===== config.mk =====
export PLATFORM = sky130hd
export DESIGN_NAME = caje_ctrl
export DESIGN_NICKNAME = d
export VERILOG_FILES = /design/src/rtl/caje_pkg.sv /design/src/rtl/caje_ctrl.sv
export VERILOG_INCLUDE_DIRS = /design/src /design/src/rtl
export SDC_FILE = /design/constraint.sdc
export NUM_CORES = 1
export LEC_CHECK = 0
export ABC_AREA = 1
export BUFFER_PORTS_ARGS = -buffer_cell sky130_fd_sc_hd__buf_2
export CAP_MARGIN = 25
export CORE_ASPECT_RATIO = 0.7
export CORE_UTILIZATION = 50
export DETAILED_ROUTE_END_ITERATION = 7
export PLACE_DENSITY = 0.71
export SLEW_MARGIN = 30
export SYNTH_ARGS = -nofsm -noshare
export SYNTH_HDL_FRONTEND = slang
export SYNTH_SLANG_ARGS = --single-unit

===== constraint.sdc =====
create_clock -name clk -period 1.9 [get_ports clk]
set_input_delay 0.19 -clock clk [delete_from_list [all_inputs] [get_ports clk]]
set_output_delay 0.19 -clock clk [all_outputs]
set_load 0.01 [all_outputs]

===== src/rtl/cubic_antipodal_julia_escape_assert.svh =====
// ----------------------------------------------------------------------------
// Assertion macros for the cubic antipodal Julia escape block
// Immediate-implication and next-cycle-implication checks on clk / rst_n.
// ----------------------------------------------------------------------------
`ifndef CUBIC_ANTIPODAL_JULIA_ESCAPE_ASSERT_SVH
`define CUBIC_ANTIPODAL_JULIA_ESCAPE_ASSERT_SVH

// check cons in the same cycle as ante
`define CAJE_ASSERT_NOW(label, ante, cons) \
  label: assert property (@(posedge clk) disable iff (!rst_n) (ante) |-> (cons)) \
    else $error("assertion failed");

// check cons in the cycle after ante
`define CAJE_ASSERT_NEXT(label, ante, cons) \
  label: assert property (@(posedge clk) disable iff (!rst_n) (ante) |=> (cons)) \
    else $error("assertion failed");

`endif


===== src/rtl/caje_pkg.sv =====
// ----------------------------------------------------------------------------
// caje_pkg
// Types, codes and fixed-point helpers shared by the escape-time block.
// ----------------------------------------------------------------------------
package caje_pkg;

  localparam int CW        = 32;
  localparam int FRAC      = 24;
  localparam int BIG_SHIFT = 3 * FRAC - 32;
  localparam int ACC_W     = 48;
  localparam int DIV_STEPS = 2 * FRAC;
  localparam int CFG_AW    = 3;

  localparam logic signed [CW-1:0]    CMAX = 32'sh7FFF_FFFF;
  localparam logic signed [CW-1:0]    CMIN = 32'sh8000_0000;
  localparam logic signed [ACC_W-1:0] SAT_HI = 48'sh0000_7FFF_FFFF;
  localparam logic signed [ACC_W-1:0] SAT_LO = -48'sh0000_8000_0000;
  localparam logic signed [ACC_W-1:0] ONE_W  = 48'sd1 <<< FRAC;

  localparam logic [CFG_AW-1:0] CFG_C_RE  = 3'd0;
  localparam logic [CFG_AW-1:0] CFG_C_IM  = 3'd1;
  localparam logic [CFG_AW-1:0] CFG_MAXIT = 3'd2;
  localparam logic [CFG_AW-1:0] CFG_MAXP  = 3'd3;
  localparam logic [CFG_AW-1:0] CFG_EPS   = 3'd4;

  typedef enum logic [1:0] {OC_ZERO, OC_INF, OC_CYCLE, OC_UNDEC} outcome_t;

  typedef struct packed {
    logic signed [CW-1:0] point_re;
    logic signed [CW-1:0] point_im;
  } in_t;

  typedef struct packed {
    logic [1:0]  outcome;
    logic [15:0] iterations;
    logic        side;
    logic [3:0]  cycle_index;
  } out_t;

  typedef enum logic [5:0] {
    S_IDLE, S_LIM, S_N0, S_N1, S_N2, S_N3, S_N4, S_N5, S_DEC,
    S_A0, S_A1, S_A2, S_A3, S_A4, S_A5, S_A6, S_A7, S_A8, S_A9, S_A10,
    S_DEAD, S_DSR, S_DSTR, S_DWR, S_DSI, S_DSTI, S_DWI,
    S_M0, S_M1, S_M2, S_M3, S_M4, S_M5, S_M6, S_M7, S_M8,
    S_F0, S_F1, S_F2, S_SR0, S_SR1, S_SR2, S_SR3, S_SR4, S_SR5, S_RES
  } state_t;

  typedef enum logic [5:0] {
    OP_NOP, OP_LOAD, OP_N0, OP_N1, OP_N2, OP_N3, OP_N4, OP_N5,
    OP_A0, OP_A1, OP_A2, OP_A3, OP_A4, OP_A5, OP_A6, OP_A7, OP_A8, OP_A9, OP_A10,
    OP_DEAD, OP_DSR, OP_DSI, OP_DSTEP, OP_DWR, OP_DWI,
    OP_M0, OP_M1, OP_M2, OP_M3, OP_M4, OP_M5, OP_M6, OP_M7, OP_M8,
    OP_F0, OP_F1, OP_F2, OP_SDIF, OP_SM0, OP_SM1, OP_SCMP, OP_RES
  } op_t;

  typedef struct packed {
    op_t op;
  } cmd_t;

  typedef struct packed {
    logic lt_mi;
    logic brk;
    logic q_zero;
    logic div_done;
    logic more;
    logic found;
  } stat_t;

  function automatic logic signed [CW-1:0] sat(input logic signed [ACC_W-1:0] v);
    logic signed [CW-1:0] r;
    if (v > SAT_HI) r = CMAX;
    else if (v < SAT_LO) r = CMIN;
    else r = v[CW-1:0];
    return r;
  endfunction

  function automatic logic signed [ACC_W-1:0] flr(input logic signed [2*CW+1:0] p);
    logic signed [2*CW+1:0] s;
    s = p >>> FRAC;
    return s[ACC_W-1:0];
  endfunction

endpackage


===== src/rtl/caje_ctrl.sv =====
// ----------------------------------------------------------------------------
// caje_ctrl
// Sequencer: steps the datapath through check, map, divide and classify.
// ----------------------------------------------------------------------------
`include "cubic_antipodal_julia_escape_assert.svh"

module caje_ctrl import caje_pkg::*; (
  input  logic  clk,
  input  logic  rst_n,
  input  logic  in_valid,
  output logic  in_stall,
  output logic  out_valid,
  input  logic  out_stall,
  input  stat_t stat,
  output cmd_t  cmd
);

  state_t state_r, state_nxt;
  logic   out_valid_r, out_valid_nxt;
  logic   res_load;

  assign in_stall  = (state_r != S_IDLE);
  assign out_valid = out_valid_r;
  assign res_load  = (state_r == S_RES) && !(out_valid_r && out_stall);

  always_ff @(posedge clk) begin
    if (!rst_n) begin
      state_r     <= S_IDLE;
      out_valid_r <= 1'b0;
    end else begin
      state_r     <= state_nxt;
      out_valid_r <= out_valid_nxt;
    end
  end

  always_comb begin
    if (res_load) out_valid_nxt = 1'b1;
    else if (out_valid_r && !out_stall) out_valid_nxt = 1'b0;
    else out_valid_nxt = out_valid_r;
  end

  always_comb begin
    state_nxt = state_r;
    case (state_r)
      S_IDLE: if (in_valid) state_nxt = S_LIM;
      S_LIM:  state_nxt = stat.lt_mi ? S_N0 : S_SR0;
      S_N0:   state_nxt = S_N1;
      S_N1:   state_nxt = S_N2;
      S_N2:   state_nxt = S_N3;
      S_N3:   state_nxt = S_N4;
      S_N4:   state_nxt = S_N5;
      S_N5:   state_nxt = S_DEC;
      S_DEC:  state_nxt = stat.brk ? S_F0 : S_A0;
      S_A0:   state_nxt = S_A1;
      S_A1:   state_nxt = S_A2;
      S_A2:   state_nxt = S_A3;
      S_A3:   state_nxt = S_A4;
      S_A4:   state_nxt = S_A5;
      S_A5:   state_nxt = S_A6;
      S_A6:   state_nxt = S_A7;
      S_A7:   state_nxt = S_A8;
      S_A8:   state_nxt = S_A9;
      S_A9:   state_nxt = S_A10;
      S_A10:  state_nxt = stat.q_zero ? S_DEAD : S_DSR;
      S_DEAD: state_nxt = S_F0;
      S_DSR:  state_nxt = S_DSTR;
      S_DSTR: if (stat.div_done) state_nxt = S_DWR;
      S_DWR:  state_nxt = S_DSI;
      S_DSI:  state_nxt = S_DSTI;
      S_DSTI: if (stat.div_done) state_nxt = S_DWI;
      S_DWI:  state_nxt = S_M0;
      S_M0:   state_nxt = S_M1;
      S_M1:   state_nxt = S_M2;
      S_M2:   state_nxt = S_M3;
      S_M3:   state_nxt = S_M4;
      S_M4:   state_nxt = S_M5;
      S_M5:   state_nxt = S_M6;
      S_M6:   state_nxt = S_M7;
      S_M7:   state_nxt = S_M8;
      S_M8:   state_nxt = S_LIM;
      S_F0:   state_nxt = S_F1;
      S_F1:   state_nxt = S_F2;
      S_F2:   state_nxt = S_RES;
      S_SR0:  state_nxt = stat.more ? S_SR1 : S_RES;
      S_SR1:  state_nxt = S_SR2;
      S_SR2:  state_nxt = S_SR3;
      S_SR3:  state_nxt = S_SR4;
      S_SR4:  state_nxt = S_SR5;
      S_SR5:  state_nxt = stat.found ? S_RES : S_SR0;
      S_RES:  if (res_load) state_nxt = S_IDLE;
      default: state_nxt = S_IDLE;
    endcase
  end

  always_comb begin
    cmd.op = OP_NOP;
    case (state_r)
      S_IDLE: if (in_valid) cmd.op = OP_LOAD;
      S_N0:   cmd.op = OP_N0;
      S_N1:   cmd.op = OP_N1;
      S_N2:   cmd.op = OP_N2;
      S_N3:   cmd.op = OP_N3;
      S_N4:   cmd.op = OP_N4;
      S_N5:   cmd.op = OP_N5;
      S_A0:   cmd.op = OP_A0;
      S_A1:   cmd.op = OP_A1;
      S_A2:   cmd.op = OP_A2;
      S_A3:   cmd.op = OP_A3;
      S_A4:   cmd.op = OP_A4;
      S_A5:   cmd.op = OP_A5;
      S_A6:   cmd.op = OP_A6;
      S_A7:   cmd.op = OP_A7;
      S_A8:   cmd.op = OP_A8;
      S_A9:   cmd.op = OP_A9;
      S_A10:  cmd.op = OP_A10;
      S_DEAD: cmd.op = OP_DEAD;
      S_DSR:  cmd.op = OP_DSR;
      S_DSTR: cmd.op = OP_DSTEP;
      S_DWR:  cmd.op = OP_DWR;
      S_DSI:  cmd.op = OP_DSI;
      S_DSTI: cmd.op = OP_DSTEP;
      S_DWI:  cmd.op = OP_DWI;
      S_M0:   cmd.op = OP_M0;
      S_M1:   cmd.op = OP_M1;
      S_M2:   cmd.op = OP_M2;
      S_M3:   cmd.op = OP_M3;
      S_M4:   cmd.op = OP_M4;
      S_M5:   cmd.op = OP_M5;
      S_M6:   cmd.op = OP_M6;
      S_M7:   cmd.op = OP_M7;
      S_M8:   cmd.op = OP_M8;
      S_F0:   cmd.op = OP_F0;
      S_F1:   cmd.op = OP_F1;
      S_F2:   cmd.op = OP_F2;
      S_SR1:  cmd.op = OP_SDIF;
      S_SR2:  cmd.op = OP_SM0;
      S_SR3:  cmd.op = OP_SM1;
      S_SR4:  cmd.op = OP_SCMP;
      S_RES:  if (res_load) cmd.op = OP_RES;
      default: cmd.op = OP_NOP;
    endcase
  end

  `CAJE_ASSERT_NEXT(a_load_seq, in_valid && !in_stall, state_r == S_LIM)
  `CAJE_ASSERT_NEXT(a_div_exit, state_r == S_DSTR && stat.div_done, state_r == S_DWR)
  `CAJE_ASSERT_NEXT(a_res_hold, state_r == S_RES && out_valid_r && out_stall, state_r == S_RES && out_valid_r)
  `CAJE_ASSERT_NEXT(a_res_load, res_load, out_valid_r && state_r == S_IDLE)

endmodule


==> results <==
- The detailed placement HPWL is about 3600 microns.
- The maximum level of the CTS H-tree is 1.
- The share of synthesized cell area in full adder, half adder and majority cells is 0%.
- Of all nets on the critical path, the largest fanout is 6.
- At the end of the flow the core is filled with cells to between 70 and 80%.
- Summing the areas of all compound-gate instances in the mapped netlist gives 7.54% of the synthesized area.
- The fraction of final layout cells sized beyond drive strength 1 is 38.6%.
- The maximum clock frequency is a little over 0.5 GHz.
- STA puts the critical path data arrival time at 1.75 ns.
- In this run, post-CTS hold repair placed 0 buffers.
- The post-synthesis simple-gate area fraction is about 70%.
- The transition time at the pin with the least slew margin is between 0.3 and 0.4 ns.
- The number of detailed-route iterations in the first pass is 6.
- Summed over all layers, the routed wires come to 6060 microns.
- Counting cells, the worst reg-to-reg path comes to 12.
- For flop-to-flop paths, the worst setup slack is 0 ns.
- In the routed design, unresolved DRC markers number 0.
- The mux share of post-synthesis cell area is 0%.
- The floorplan die width is between 60 and 70 microns.
- From bottom edge to top edge, the die measures 45.4 microns.
- The total track usage is between 30% and 40%.
- The count of nets left with antenna violations once routing finished came out at 0.
- In this run the power density over the cells is approximately 1300 nW/um^2.
- The setup violation total in the final timing report is 5.
- The endpoint identified for the worst register-to-register timing path is state_r[2]$_SDFFE_PN0P_.
- The worst hold path endpoint is out_valid$_SDFFE_PN0P_.
- The number of input and output port buffers inserted is 17.
- The combined area of all synthesized cells is 1340 sq um.
- The number of warnings reported in the yosys synthesis log is 0.
- Averaged over all synthesized cells, the footprint is roughly 5.1 sq um.
- In this run the standard cell core region covers about 2500 sq um.
- Counting every net in the synthesized netlist gives about 280.
- Clock tree synthesis inserted a total of 3 buffers.
- The launching element of the worst setup path is state_r[0]$_SDFFE_PN0P_.
- From synthesis to final layout, the design area changed by 45.2%.
- Global routing finished with a remaining overflow of 0.
- Yosys mapped the design onto 27 distinct sky130hd cell types.
- Leaving out fill and tap cells, the most frequent cell in the layout is nand2_1.
- The checks that failed: negative setup slack.
- The number of core rows is 15.
- After synthesis, the largest family of logic cells by area is simple AND/OR/NAND/NOR gates.
- Headroom to the max-slew limit came out at 77.3%.
- For this design the top-level I/O count stands at 18.
- In this run the most critical hold path is launched from out_stall.
- Adding up every negative setup slack in the final design gives -0.125 ns.
- The net total in the final layout is between 300 and 400.
- The clock-pin slew reported for the worst setup and hold paths after clock tree synthesis is 0.04 ns.
- The worst hold path was traced through 3 stages.
- Ranked by total cell area, the synthesized netlist is headed by nand2_1 26%, nand3_1 14%, nor2_1 12%.
- The category of the worst setup path capture point is a primary output.
- The final hold violation count came to 0.
- The number of global-route vias before repair came to 1,615.
- The pin count of the biggest net entering global routing is 20.
- The worst path in the final design needs a cycle of 1.94 ns, including I/O delays and setup.
- The leakage power figure is 1.13 nW.
- The worst setup slack after layout is -0.0441 ns.
- The full die area is around 2900 sq um.
- The XOR/XNOR share of the synthesized area is 0%.
- The run finished, with violations left.
- The post-detailed-route via-to-cell ratio is ~6.3.
- The fraction of the cycle the final worst path needs is 102%.
- After technology mapping, the gate count stands at between 200 and 300.
- The first global-routing pass estimated roughly 7800 microns of wire.
- The detail-routed net length per standard cell is 17.6 microns.
- Leaving out fill and tap cells, the most frequent cells in the layout are 79 x nand2_1, 37 x nor2_1, 32 x nand3_1, 24 x buf_4, 17 x buf_2.
- CTS saw 7 sinks.
- In this run the worst hold path is classified as input port to flop.
- Of the post-synthesis cell area, the dominant cell type holds between 20% and 30%.
- The buffer depth of the longest clock path is 2.
- The startpoint of the most critical register-to-register path is state_r[2]$_SDFFE_PN0P_.
- The final hold slack is 0.259 ns.
- Summing the sequential cell areas from Yosys gives a little over a tenth of the chip area.
- The routability-driven placement congestion ratio is around 1.
- The TritonCTS clock tree is built.
- The initial antenna violation count came to 0.
- The sort of element at the start of the critical path is a flop.
- For the worst setup path, the data required time is 1.71 ns.
- IR analysis of the VDD net gives a maximum drop of roughly 0.86 mV.
- At the later pin of the worst-skew pair, clock insertion delay measures 0.23 ns.
- The number of pins exceeding their max-slew limit in the final report is 0.
- The flop and latch count out of synthesis is 7.
- The buffer cell driving the clock tree root is clkbuf_8.
- The clock arrives with approximately 0.0013 ns of skew.
- The number of antenna diodes in the final layout is 0.
- The starting utilization of the core area is between 50% and 60%.
- Timing analysis after detailed placement gives a worst setup slack of -0.0809 ns.
- The number of maximum-capacitance constraint violations is 0.
- Setup repair after global routing could not meet its margin everywhere.
- The cell type contributing the most total cell area after synthesis is nand2_1.
- The routed layout has roughly 2,200 vias.
- The initial DRC count is between 300 and 400.
- The total placed instance area is between 1500 and 2000 sq um.
- The finished layout cell area is 1950 sq um.
- The kind of critical path is flop to primary output.
## state kept, by name, indices dropped and copies added, names as in the netlist
| register | cells |
|---|---|
| state_r | 6 |
| out_valid | 1 |
## per-layer routing
metal	routed length, microns	track usage (%)	up-vias
met5	0	0	-
met4	459	14.5	0
met3	913	9.50	66
met2	2370	54.9	212
met1	2310	50.2	940
li1	-	-	965
## through the flow
step | power, mW | cells
floorplan | 1.32 | 266
global placement | 1.76 | 320
detailed placement | 1.76 | 320
CTS | 2.12 | 334
global route | 2.69 | 345
finish | 2.57 | 345
## final cells by class
| cell class | instances | area [sq um] |
|---|---|---|
| multi-input combinational | 227 | 1220 |
| inverter | 25 | 123 |
| fill | 166 | 546 |
| clock buffer | 4 | 45.0 |
| tap | 34 | 42.5 |
| timing repair inverter | 1 | 7.51 |
| sequential | 7 | 155 |
| timing repair buffer | 47 | 354 |
## worst max-delay path, stage by stage (launching register included)
cell	delay, ns
dfxtp_4	0.37
buf_8	0.14
clkinv_8	0.07
nor2_4	0.25
buf_6	0.15
nand2_1	0.10
nand2_2	0.13
nand2_2	0.10
nand3_1	0.09
buf_2	0.13
## cell usage after synthesis, drive strengths merged
library cell and count:
nand2 95, nor2 49, nand3 42, inv 25, nor3 10, a21oi 8
buf 8, dfxtp 7, nand4 6, o21ai 6, and3 2, nor4 2
a211oi 1, clkbuf 1, nand3b 1, o211ai 1, o22ai 1, or2 1
## logic make-up (layout without fill, tap and decap cells)
kind of cell / Yosys count / in the layout
AO/OA/AOI/OAI: 17 / 17
buffers and inverters: 34 / 77
flip-flops: 7 / 7
AND/OR/NAND/NOR: 208 / 210
## where the power goes
group | internal (mW) | switching [mW]
clock network | 0.145 | 0.0679
logic | 0.756 | 1.30
registers | 0.211 | 0.0978
total | 1.11 | 1.46
## worst max path at each step
stage | endpoint | slack (ns) | depth (start not counted)
6_report | cmd[4] | -0.04 | 9
5_1_grt | cmd[2] | -0.11 | 10
4_1_cts | cmd[3] | 0.002 | 10
3_5_place_dp | cmd[4] | -0.08 | 7
3_3_place_gp | state_r[0]$_SDFFE_PN0P_ | -0.09 | 9
2_1_floorplan | cmd[1] | 0.39 | 6
## repair_timing
| item | in CTS | in global routing |
|---|---|---|
| gates resized for setup | 14 | 58 |
| endpoints found under the setup margin | 10 | 11 |
| gates cloned | 1 | 2 |
| buffers inserted | 9 | 9 |
| pin swaps | 4 | 15 |
Note: power is estimated with default switching activity, not from simulation.
