[src/rtl/cubic_antipodal_julia_escape_assert.svh]
// ----------------------------------------------------------------------------
// Assertion macros for the cubic antipodal Julia escape block
// Immediate-implication and next-cycle-implication checks on clk / rst_n.
// ----------------------------------------------------------------------------
`ifndef CUBIC_ANTIPODAL_JULIA_ESCAPE_ASSERT_SVH
`define CUBIC_ANTIPODAL_JULIA_ESCAPE_ASSERT_SVH

// check cons in the same cycle as ante
`define CAJE_ASSERT_NOW(label, ante, cons) \
  label: assert property (@(posedge clk) disable iff (!rst_n) (ante) |-> (cons)) \
    else $error("assertion failed");

// check cons in the cycle after ante
`define CAJE_ASSERT_NEXT(label, ante, cons) \
  label: assert property (@(posedge clk) disable iff (!rst_n) (ante) |=> (cons)) \
    else $error("assertion failed");

`endif

[src/rtl/caje_ram.sv]
// ----------------------------------------------------------------------------
// caje_ram
// Simple dual-port RAM, one write and one registered read per cycle.
// ----------------------------------------------------------------------------
module caje_ram #(
  parameter int WIDTH = 64,
  parameter int DEPTH = 16,
  localparam int AW = $clog2(DEPTH)
) (
  input  logic             clk,
  input  logic             we,
  input  logic [AW-1:0]    waddr,
  input  logic [WIDTH-1:0] wdata,
  input  logic [AW-1:0]    raddr,
  output logic [WIDTH-1:0] rdata
);

  logic [WIDTH-1:0] mem [DEPTH];

  always_ff @(posedge clk) begin
    if (we) begin
      mem[waddr] <= wdata;
    end
    rdata <= mem[raddr];
  end

endmodule

[config.mk]
export PLATFORM = sky130hd
export DESIGN_NAME = caje_ram
export DESIGN_NICKNAME = d
export VERILOG_FILES = /design/src/rtl/cubic_antipodal_julia_escape_assert.svh /design/src/rtl/caje_ram.sv
export SDC_FILE = /design/constraint.sdc
export NUM_CORES = 1
export LEC_CHECK = 0
export BUFFER_PORTS_ARGS = -buffer_cell sky130_fd_sc_hd__buf_4
export CORE_MARGIN = 4
export CORE_UTILIZATION = 62
export CTS_BUF_LIST = sky130_fd_sc_hd__clkbuf_4 sky130_fd_sc_hd__clkbuf_8
export DETAILED_ROUTE_END_ITERATION = 7
export PLACE_DENSITY_LB_ADDON = 0.2
export SYNTH_ARGS = -nofsm -noshare
export SYNTH_HDL_FRONTEND = slang
export SYNTH_SLANG_ARGS = --single-unit
[constraint.sdc]
create_clock -name clk -period 7.6 [get_ports clk]
set_input_delay 0.38 -clock clk [delete_from_list [all_inputs] [get_ports clk]]
set_output_delay 0.38 -clock clk [all_outputs]
set_load 0.01 [all_outputs]
==> summary.txt, run 1 <==
Power and ir drop
  – PD cells: 267 mW/mm^2
  – Static leakage: 14.9 nW
  – Peak supply drop: 0.170 mV

Critical path
  – Flop-to-flop setup slack: 6.22 ns
  – R2r endpoint: rdata[19]$_DFF_P_
  – Worst setup startpoint: waddr[3]
  – Critical Path RT: 7.99 ns
  – Most Frequent Cell on Critical Path: buf_4
  – Worst Setup End Kind: register
  – Max stage delay cell, worst path: nor2_4
  – Critical path peak fanout: 42
  – Max incr delay on CP: 0.97 ns
  – Type of the worst setup path: in -> reg
  – CP arrival: 2.72 ns
  – Reg-to-Reg Start: mem[11][19]$_DFFE_PP_
  – Crit start category: input pin
  – Crit path cell chain: buf_4, nand3b_1, nor2_4, buf_4
  – Reg2reg path depth: 3

Cells and area
  – Nets: 2035
  – Layout cells sized above 1: 0.347
  – P&R area growth vs syn: 15.3%

Synthesis
  – Top post-synthesis cells by count: edfxtp_1, mux4_2, a22oi_1
  – Syn Area/Cell: approximately 24 sq um
  – Xor and xnor fraction of the mapped netlist area: 0
  – Main synth FF type: edfxtp_1
  – Yosys top cell by area: edfxtp_1
  – Multiplexer share of the synthesized area: 0.146
  – Synthesized flop and latch total: 1088
  – Mapped Nets: between 1500 and 2000
  – Largest family of logic cells by synthesized area: multiplexers
  – Synth Area in Compound Gates: 0.0243
  – Cells after Synth: 1647
  – Simple-gate area share of the yosys netlist: 0.00942
  – Largest cells by area after synthesis: edfxtp_1, mux4_2, dfxtp_1
  – Yosys warning count: 0
  – Synthesized area: 0.0396 sq mm
  – Post-synthesis adder-cell area fraction: 0
  – Post-synth EDFFs: 1024
  – Netlist cell types: 18
  – Top-count cell post-synth: edfxtp_1
  – Synth top area share: 0.777
  – Post-synthesis sequential area ratio: 0.809
  – Async S/R FF share, synth: 0

Hold path
  – Hold Path End: mem[4][7]$_DFFE_PP_
  – Worst Hold Class: in -> reg
  – Hold wc startpoint: waddr[0]
  – WHS Path Cells: 3

Clock tree
  – Worst-skew pair later-pin latency: 0.79 ns
  – Post-CTS Resized: 0
  – Reg clk slew, reported paths: 0.06 ns
  – CTS tree: yes
  – Root buf cell: clkbuf_8
  – Post-CTS Setup Bufs: 0
  – Htree depth: 4
  – Sink Count: 1088
  – CTS max path bufs: 3
  – Inserted Clock Buffers: 166

Die
  – Floorplan row count: 92
  – Die ar.: a little under 0.07 sq mm
  – Io pins: 138
  – Die W: 261 microns
  – Die Y-Extent: 261 microns
  – Core area: 0.0631 sq mm
  – Initial core utilization: 0.627

Global route
  – Largest net degree at the start of global routing: 177
  – Gr usage total: 0.251
  – Initial antenna violation count: 2
  – Vias in the first global route: 19500
  – GR Overflow Total: 0
  – First-pass GRT wire length: 124000 microns

Timing
  – Worst-margin pin slew: 1.22 ns
  – Normalized max-slew margin: 0.183
  – Peak Freq: 429 MHz
  – Post-layout min period: 2.33 ns
  – Setup TNS Final: 0 ns
  – Share of the clock period used by the worst path: 0.306
  – Number of setup violations in the final report: 0
  – PnR worst setup slack: 5.27 ns
  – Final Hold Vio Count: 0
  – Slew Viols, Final: 0
  – RSZ-0062 raised after global routing: false
  – Worst Skew: approximately 0.024 ns

Routing
  – ANT nets after route: 0
  – Wire per inst: about 28 microns
  – Routed vias: 18600
  – Residual DRC count: 0
  – Pre-Repair DR Iteration Count: 5
  – Final WL: approximately 83000 microns
  – Via density: 6.31
  – Starting DRC count in detailed routing: 2040

Run
  – Max-cap viol count: 0

Place
  – Post-DP HPWL: 39600 microns
  – IO Port Bufs: around 140
  – GP Congestion: 0.730
  – Dpl ws: approximately 4.4 ns

Status
  – Status: complete, no violations
## flip-flops by register name, indices dropped and copies added (netlist names)
register and cells:
mem 1024, rdata 64
## metal layers
| metal | routed length [microns] | up-vias | GRT usage |
|---|---|---|---|
| li1 | - | 7714 | - |
| met1 | 33400 | 9877 | 0.375 |
| met2 | 41200 | 915 | 0.394 |
| met3 | 6700 | 112 | 0.0466 |
| met4 | 1410 | 0 | 0.0729 |
| met5 | 0 | - | 0 |
## worst max-delay path by stage
| stage | to | slack, ns | depth (start not counted) |
|---|---|---|---|
| after floorplan | mem[0][0]$_DFFE_PP_ | 1.79 | 2 |
| after global placement | rdata[15]$_DFF_P_ | 4.40 | 5 |
| after detailed placement | rdata[37]$_DFF_P_ | 4.37 | 5 |
| after CTS | rdata[41]$_DFF_P_ | 5.23 | 5 |
| after global routing | rdata[37]$_DFF_P_ | 4.99 | 5 |
| final | mem[6][12]$_DFFE_PP_ | 5.27 | 4 |
## layout make-up
class / count / area (sq um)
antenna: 3 / 7.51
sequential: 1088 / 32000
clock inverter: 39 / 196
multi-input combinational: 475 / 7230
tap: 846 / 1060
clock buffer: 269 / 3200
fill: 3643 / 17400
timing repair buffer: 230 / 1910
## power by group
part | internal, mW | switching [mW]
Sequential | 6.71 | 0.0463
Combinational | 0.283 | 0.348
Clock | 2.66 | 2.12
Total | 9.65 | 2.52
## timing repair
item | in CTS | in global routing
setup endpoints to repair | 0 | 0
hold buffers | 64 | 0
endpoints found under the hold margin | 1024 | 0
## kinds of logic (layout without fill, tap and decap cells)
group | after synthesis | count (layout)
AO/OA/AOI/OAI | 128 | 128
flip-flops | 1088 | 1088
multiplexers | 256 | 256
AND/OR/NAND/NOR | 91 | 91
buffers and inverters | 84 | 538
other | 0 | 3
## cell usage in the layout (no fill, tap or decap), drive strengths merged
| cell type | instances |
|---|---|
| edfxtp | 1024 |
| clkbuf | 269 |
| mux4 | 256 |
| buf | 166 |
| a22oi | 128 |
| nand2 | 65 |
| dlygate4sd3 | 64 |
| dfxtp | 64 |
| clkinv | 30 |
| nor2 | 13 |
| clkinvlp | 6 |
| nor3 | 4 |
| diode | 3 |
| inv | 3 |
| nor2b | 2 |
| nand3b | 2 |
| nand2b | 2 |
| and2 | 1 |
| nand3 | 1 |
| or3b | 1 |
## metrics by stage
step,instances,utilization,total power [mW],hold slack (ns),cell area [sq um]
floorplan,1647,-,7.21,0.479,39600
global placement,2575,0.659,7.47,0.644,41600
detailed placement,2575,0.659,7.49,0.655,41600
CTS,2947,0.723,12.3,0.167,45600
global route,2949,0.723,12.6,0.217,45600
finish,2950,0.723,12.2,0.232,45600
## worst max-delay path, delay by kind of cell
kind	cells	cell delay (ns)
buf+inv	2	0.97
simple gates	2	1.33
Note: power is estimated with default switching activity, not from simulation.
==> inputs of run 2 (changes only) <==
- CORE_UTILIZATION: 62 -> 58
- clock period: 7.6 -> 2 ns (I/O delays scaled with it)
==> run 2 against run 1 <==
  * Critical path depth grew 4
  * Critical path type unchanged
  * Combinational power rose to 4.2 times the previous value
  * Sequential share of layout area is 2.0 points lower
  * Non-clock buffer count rose by 68
  * Largest cell class unchanged
  * Cell area is 3.0% higher
==> summary.txt, run 2 (synthesis results as in run 1) <==
Routing
  – Starting DRC count in detailed routing: 1880 (-7.8%)
  – Wire length on met3: 6740 microns (+0.63%)
  – Pre-Repair DR Iteration Count: 5 (unchanged)
  – DRT met1 WL: 34200 microns (+2.6%)
  – ANT nets after route: 0 (unchanged)
  – Routed vias: 18700 (+0.45%)
  – Metal2 WL: 41000 microns (-0.46%)
  – Via density: 6.14 (-2.7%)
  – Final WL: 83100 microns (+0.50%)
  – Wire per inst: 27.3 microns (-2.6%)
  – Residual DRC count: 0 (unchanged)
  – Top Layer Used: met5

Place
  – Placed Cells: 2656 (+3.1%)
  – Post-DP HPWL: 44900 microns (+14%)
  – GP Congestion: 0.731 (+0.15%)
  – IO Port Bufs: 137 (unchanged)

Timing
  – Normalized max-slew margin: 0.583 (+0.400)
  – Setup TNS Final: 0 ns (unchanged)
  – Final Hold Vio Count: 0 (unchanged)
  – Number of setup violations in the final report: 0 (unchanged)
  – Post-layout min period: 1.91 ns
  – Share of the clock period used by the worst path: 0.954
  – Worst hold slack: 0.149 ns (-0.0829 ns)
  – Worst Skew: 0.0228 ns (-0.000891 ns)
  – Worst-margin pin slew: 0.623 ns (-0.599 ns)
  – Peak Freq: 524 MHz
  – RSZ-0062 raised after global routing: false
  – Slew Viols, Final: 0 (unchanged)

Critical path
  – Most Frequent Cell on Critical Path: dlygate4sd3_1
  – Crit path cell chain: dlygate4sd3_1, buf_8, buf_16, buf_12, mux4_2, a22oi_1, nand2_1, dlygate4sd3_1
  – Max stage delay cell, worst path: dlygate4sd3_1
  – Critical Path RT: 2.67 ns (-5.32 ns)
  – Buf/Inv on CP: 5 (+3)
  – Crit start category: input pin
  – Critical path peak fanout: 11 (-74%)
  – CP arrival: 2.58 ns (-0.14 ns)
  – Type of the worst setup path: in -> reg
  – Crit-path leading delay family: buffers and inverters
  – Max incr delay on CP: 0.56 ns (-0.41 ns)
  – Worst Setup End Kind: register

Power and ir drop
  – Peak supply drop: 0.686 mV (+300%)
  – Static leakage: 15.4 nW (+3.6%)
  – Overall power: 46.2 mW (+280%)
  – PD cells: 983 mW/mm^2 (+270%)

Global route
  – Gr usage total: 0.232 (-0.0191)
  – GR Overflow Total: 0 (unchanged)
  – Vias in the first global route: 20000 (+2.8%)
  – Largest net degree at the start of global routing: 43 (-76%)
  – Initial antenna violation count: 3 (+1)
  – First-pass GRT wire length: 126000 microns (+1.2%)

Cells and area
  – Biggest register: mem
  – Nets: 2102 (+3.3%)
  – P&R area growth vs syn: 18.7%
  – Max FFs per register: 1024 (unchanged)
  – Layout cells sized above 1: 0.355 (+0.00849)
  – Post-layout util: 0.697 (-0.0262)
  – Most common cell after layout, fill and taps aside: edfxtp_1
  – Non-filler cells, final: 3045 (+3.2%)
  – Top flop regs: mem: 1024 flops, rdata: 64 flops
  – Most frequent cells in the layout: edfxtp_1, mux4_2, clkbuf_8, buf_4, a22oi_1

Die
  – Initial core utilization: 0.587 (-0.0402)
  – Die Y-Extent: 269 microns (+3.3%)
  – Die ar.: 0.0725 sq mm (+6.7%)
  – Die W: 269 microns (+3.3%)
  – Core area: 0.0674 sq mm (+6.8%)
  – Floorplan row count: 95 (+3.3%)
  – Io pins: 138 (unchanged)

Hold path
  – Worst Hold Class: in -> reg

Clock tree
  – Reg clk slew, reported paths: 0.06 ns (about the same)
  – Post-CTS Setup Bufs: 0 (unchanged)
  – Inserted Clock Buffers: 165 (-0.60%)
  – Htree depth: 4 (unchanged)
  – CTS max path bufs: 3 (unchanged)
  – CTS tree: yes
  – Worst-skew pair later-pin latency: 0.79 ns (about the same)
  – Sink Count: 1088 (unchanged)
  – Root buf cell: clkbuf_8

Run
  – Max-cap viol count: 0 (unchanged)

Status
  – Status: complete, no violations
run 2: cell types whose count changed in the layout (fill, tap and decap cells not counted), sizes merged:
| cell | delta |
|---|---|
| dlygate4sd3 | +12 |
| clkbuf | -18 |
| bufinv | +1 |
| inv | +1 |
| clkinv | +18 |
| buf | +54 |
run 2: cell type report:
| cell class | instances | area, sq um |
|---|---|---|
| multi-input combinational | 475 | 7270 |
| clock buffer | 249 | 3010 |
| antenna | 3 | 7.51 |
| sequential | 1088 | 32000 |
| fill | 3983 | 20400 |
| timing repair buffer | 298 | 3270 |
| tap | 873 | 1090 |
| clock inverter | 59 | 304 |
run 2: where the power goes:
| group | internal (mW) | leakage [nW] | switching [mW] | total [mW] |
|---|---|---|---|---|
| Combinational | 1.25 | 3.88 | 1.38 | 2.63 |
| Clock | 9.76 | 1.75 | 8.15 | 17.9 |
| Sequential | 25.5 | 9.79 | 0.182 | 25.7 |
run 2: final timing paths:
kind / from / endpoint / slack [ns] / depth (start not counted)
worst min register to register: mem[14][39]$_DFFE_PP_ / rdata[39]$_DFF_P_ / 0.66 / 3
worst min-delay path: wdata[25] / mem[14][25]$_DFFE_PP_ / 0.15 / 2
worst max-delay path: raddr[0] / rdata[30]$_DFF_P_ / 0.09 / 8
worst max register to register: mem[11][30]$_DFFE_PP_ / rdata[30]$_DFF_P_ / 0.20 / 4
run 2: metrics by stage:
| step | worst slack (ns) | instance area [sq um] |
|---|---|---|
| after detailed placement | 0.193 | 42900 |
| final | 0.0922 | 47000 |
| after floorplan | -0.568 | 39700 |
| after CTS | 0.00478 | 46900 |
| after global routing | 0.0543 | 47000 |
| after global placement | 0.222 | 42900 |
run 2: worst reg2reg max path, stage by stage, from the launching register on:
cell	delay, ns
edfxtp_1	0.36
mux4_2	0.47
a22oi_1	0.24
nand2_1	0.07
dlygate4sd3_1	0.55
run 2: routing by layer:
metal | global-route usage | up-vias
li1 | - | 7865
met3 | 0.0518 | 89
met5 | 0 | -
met2 | 0.365 | 830
met4 | 0.0588 | 2
met1 | 0.342 | 9915
run 2: what timing repair did:
action | 4_1_cts | 5_1_grt
endpoints found under the hold margin | 1420 | 0
hold buffers | 77 | 0
endpoints found under the setup margin | 0 | 42
resized for setup | 0 | 1
==> inputs of run 3 (changes only) <==
- RECOVER_POWER: default -> 50
==> run 3 against run 2 <==
  * Worst setup slack got worse by 0.013 ns
  * Cell area is 0.69% lower
  * Critical path type unchanged
  * Sequential cell count stayed put
  * Highest routed layer unchanged
==> summary.txt, run 3 (synthesis results as in run 1) <==
Power and ir drop
  – Static leakage: 15.2 nW (-1.6%)
  – Peak supply drop: 0.682 mV (-0.59%)
  – Overall power: 46.1 mW (-0.16%)
  – Seq pwr share: 0.557 (about the same)
  – Clock network power share: 0.388 (about the same)
  – Combinational power share: 0.055 (-0.002)
  – PD cells: 989 mW/mm^2 (+0.54%)
  – Sw frac: 0.210 (about the same)
  – Sw Pwr: 9.69 mW (-0.20%)
  – Design internal power: 36.5 mW (-0.15%)

Place
  – GP Congestion: 0.731 (unchanged)
  – IO Port Bufs: 137 (unchanged)
  – Dpl ws: 0.193 ns (unchanged)
  – Post-DP HPWL: 44900 microns (unchanged)

Critical path
  – Crit start category: input pin
  – CP arrival: 2.31 ns (-0.27 ns)
  – Critical Path RT: 2.39 ns (-0.28 ns)
  – Critical path peak fanout: 23 (+12)
  – Worst Setup End Kind: register
  – Type of the worst setup path: in -> reg

Cells and area
  – Post-layout util: 0.692 (-0.00484)
  – Top flop regs: mem: 1024 flops, rdata: 64 flops
  – Biggest register: mem
  – Most common cell after layout, fill and taps aside: edfxtp_1
  – P&R area growth vs syn: 17.9%
  – Most frequent cells in the layout: edfxtp_1, mux4_2, clkbuf_8, a22oi_1, buf_4
  – Max FFs per register: 1024 (unchanged)
  – Nets: 2102 (unchanged)
  – Layout cells sized above 1: 0.324 (-0.0314)

Timing
  – Number of setup violations in the final report: 0 (unchanged)
  – Share of the clock period used by the worst path: 0.961 (+0.00670)
  – PnR worst setup slack: 0.0788 ns (-0.0134 ns)
  – Setup TNS Final: 0 ns (unchanged)
  – Slew Viols, Final: 0 (unchanged)
  – Normalized max-slew margin: 0.360 (-0.224)
  – RSZ-0062 raised after global routing: false
  – Peak Freq: 520 MHz (-0.70%)
  – Worst-margin pin slew: 0.960 ns (+0.337 ns)
  – Post-layout min period: 1.92 ns (+0.0134 ns)
  – Worst Skew: 0.0211 ns (-0.00171 ns)
  – Final Hold Vio Count: 0 (unchanged)

Global route
  – Gr usage total: 0.232 (unchanged)
  – Largest net degree at the start of global routing: 43 (unchanged)
  – Initial antenna violation count: 3 (unchanged)
  – GR Overflow Total: 0 (unchanged)
  – First-pass GRT wire length: 126000 microns (unchanged)
  – Vias in the first global route: 20000 (unchanged)

Clock tree
  – Reg clk slew, reported paths: 0.06 ns (about the same)
  – Sink Count: 1088 (unchanged)
  – CTS tree: yes
  – CTS max path bufs: 3 (unchanged)
  – Worst-skew pair later-pin latency: 0.78 ns (about the same)
  – Root buf cell: clkbuf_8
  – Htree depth: 4 (unchanged)
  – Post-CTS Setup Bufs: 0 (unchanged)
  – Inserted Clock Buffers: 165 (unchanged)

Routing
  – Starting DRC count in detailed routing: 1922 (+2.2%)
  – ANT nets after route: 0 (unchanged)
  – Final WL: 83000 microns (about the same)
  – Routed vias: 18600 (-0.30%)
  – Wire per inst: 27.3 microns (about the same)
  – Residual DRC count: 0 (unchanged)
  – Via density: 6.12 (-0.30%)
  – Pre-Repair DR Iteration Count: 5 (unchanged)

Die
  – Die W: 269 microns (unchanged)
  – Io pins: 138 (unchanged)
  – Initial core utilization: 0.587 (unchanged)
  – Die Y-Extent: 269 microns (unchanged)
  – Core area: 0.0674 sq mm (unchanged)
  – Die ar.: 0.0725 sq mm (unchanged)
  – Floorplan row count: 95 (unchanged)

Hold path
  – Worst Hold Class: in -> reg

Status
  – Status: complete, no violations

Run
  – Max-cap viol count: 0 (unchanged)
-- run 3: changes by cell type in the layout (fill, tap and decap cells not counted), moves of 3 or more --
cell,delta
buf_12,-4
buf_4,-66
clkbuf_1,+65
clkbuf_2,+4
nor2_1,+3
nor2_4,-3
-- run 3: path summary, 6_finish.rpt --
kind / cells past startpoint / startpoint / slack [ns] / to
worst min-delay path: 2 / wdata[21] / 0.35 / mem[12][21]$_DFFE_PP_
worst max-delay path: 5 / waddr[1] / 0.08 / mem[11][55]$_DFFE_PP_
worst min register to register: 3 / mem[14][39]$_DFFE_PP_ / 0.66 / rdata[39]$_DFF_P_
worst max register to register: 4 / mem[11][30]$_DFFE_PP_ / 0.20 / rdata[30]$_DFF_P_
-- run 3: layer usage --
layer  vias up  GRT usage  share of wire
met5         -          0        0.00014
met4         2     0.0588          0.014
met2       806      0.365           0.49
li1       7875          -              -
met3        95     0.0518          0.077
met1      9866      0.342           0.42
-- run 3: cell type report --
| type | count | area [sq um] |
|---|---|---|
| Fill cell | 4048 | 20700 |
| Clock buffer | 249 | 3010 |
| Tap cell | 873 | 1090 |
| Clock inverter | 59 | 304 |
| Timing Repair Buffer | 298 | 2970 |
| Sequential cell | 1088 | 32000 |
| Multi-Input combinational cell | 475 | 7250 |
| Antenna cell | 3 | 7.51 |
-- run 3: metrics by stage --
stage          cells  cell area [sq um]  hold WS (ns)
2_1_floorplan   1647              39700         0.199
3_3_place_gp    2656              42900         0.384
3_5_place_dp    2656              42900         0.397
4_1_cts         3041              46900        0.0737
5_1_grt         3044              46700         0.328
6_report        3045              46700         0.354
-- run 3: what timing repair did --
| action | in CTS | in global routing |
|---|---|---|
| setup endpoints to repair | 0 | 42 |
| resized for setup | 0 | 1 |
| hold buffers | 77 | 0 |
| hold endpoints to repair | 1420 | 0 |
-- run 3: worst max-delay path: stages --
cell	delay (ns)
dlygate4sd3_1	0.53
clkbuf_2	0.27
nand2_1	0.29
nor2_1	0.31
clkbuf_2	0.79
-- run 3: power groups by stage --
stage	logic (mW)	registers (mW)	clock network [mW]
after floorplan	1.23	26.2	0
after detailed placement	2.51	26.2	0
after CTS	2.65	25.7	18.3
after global routing	2.74	25.7	19.5
final	2.55	25.7	17.9
after global placement	2.46	26.1	0
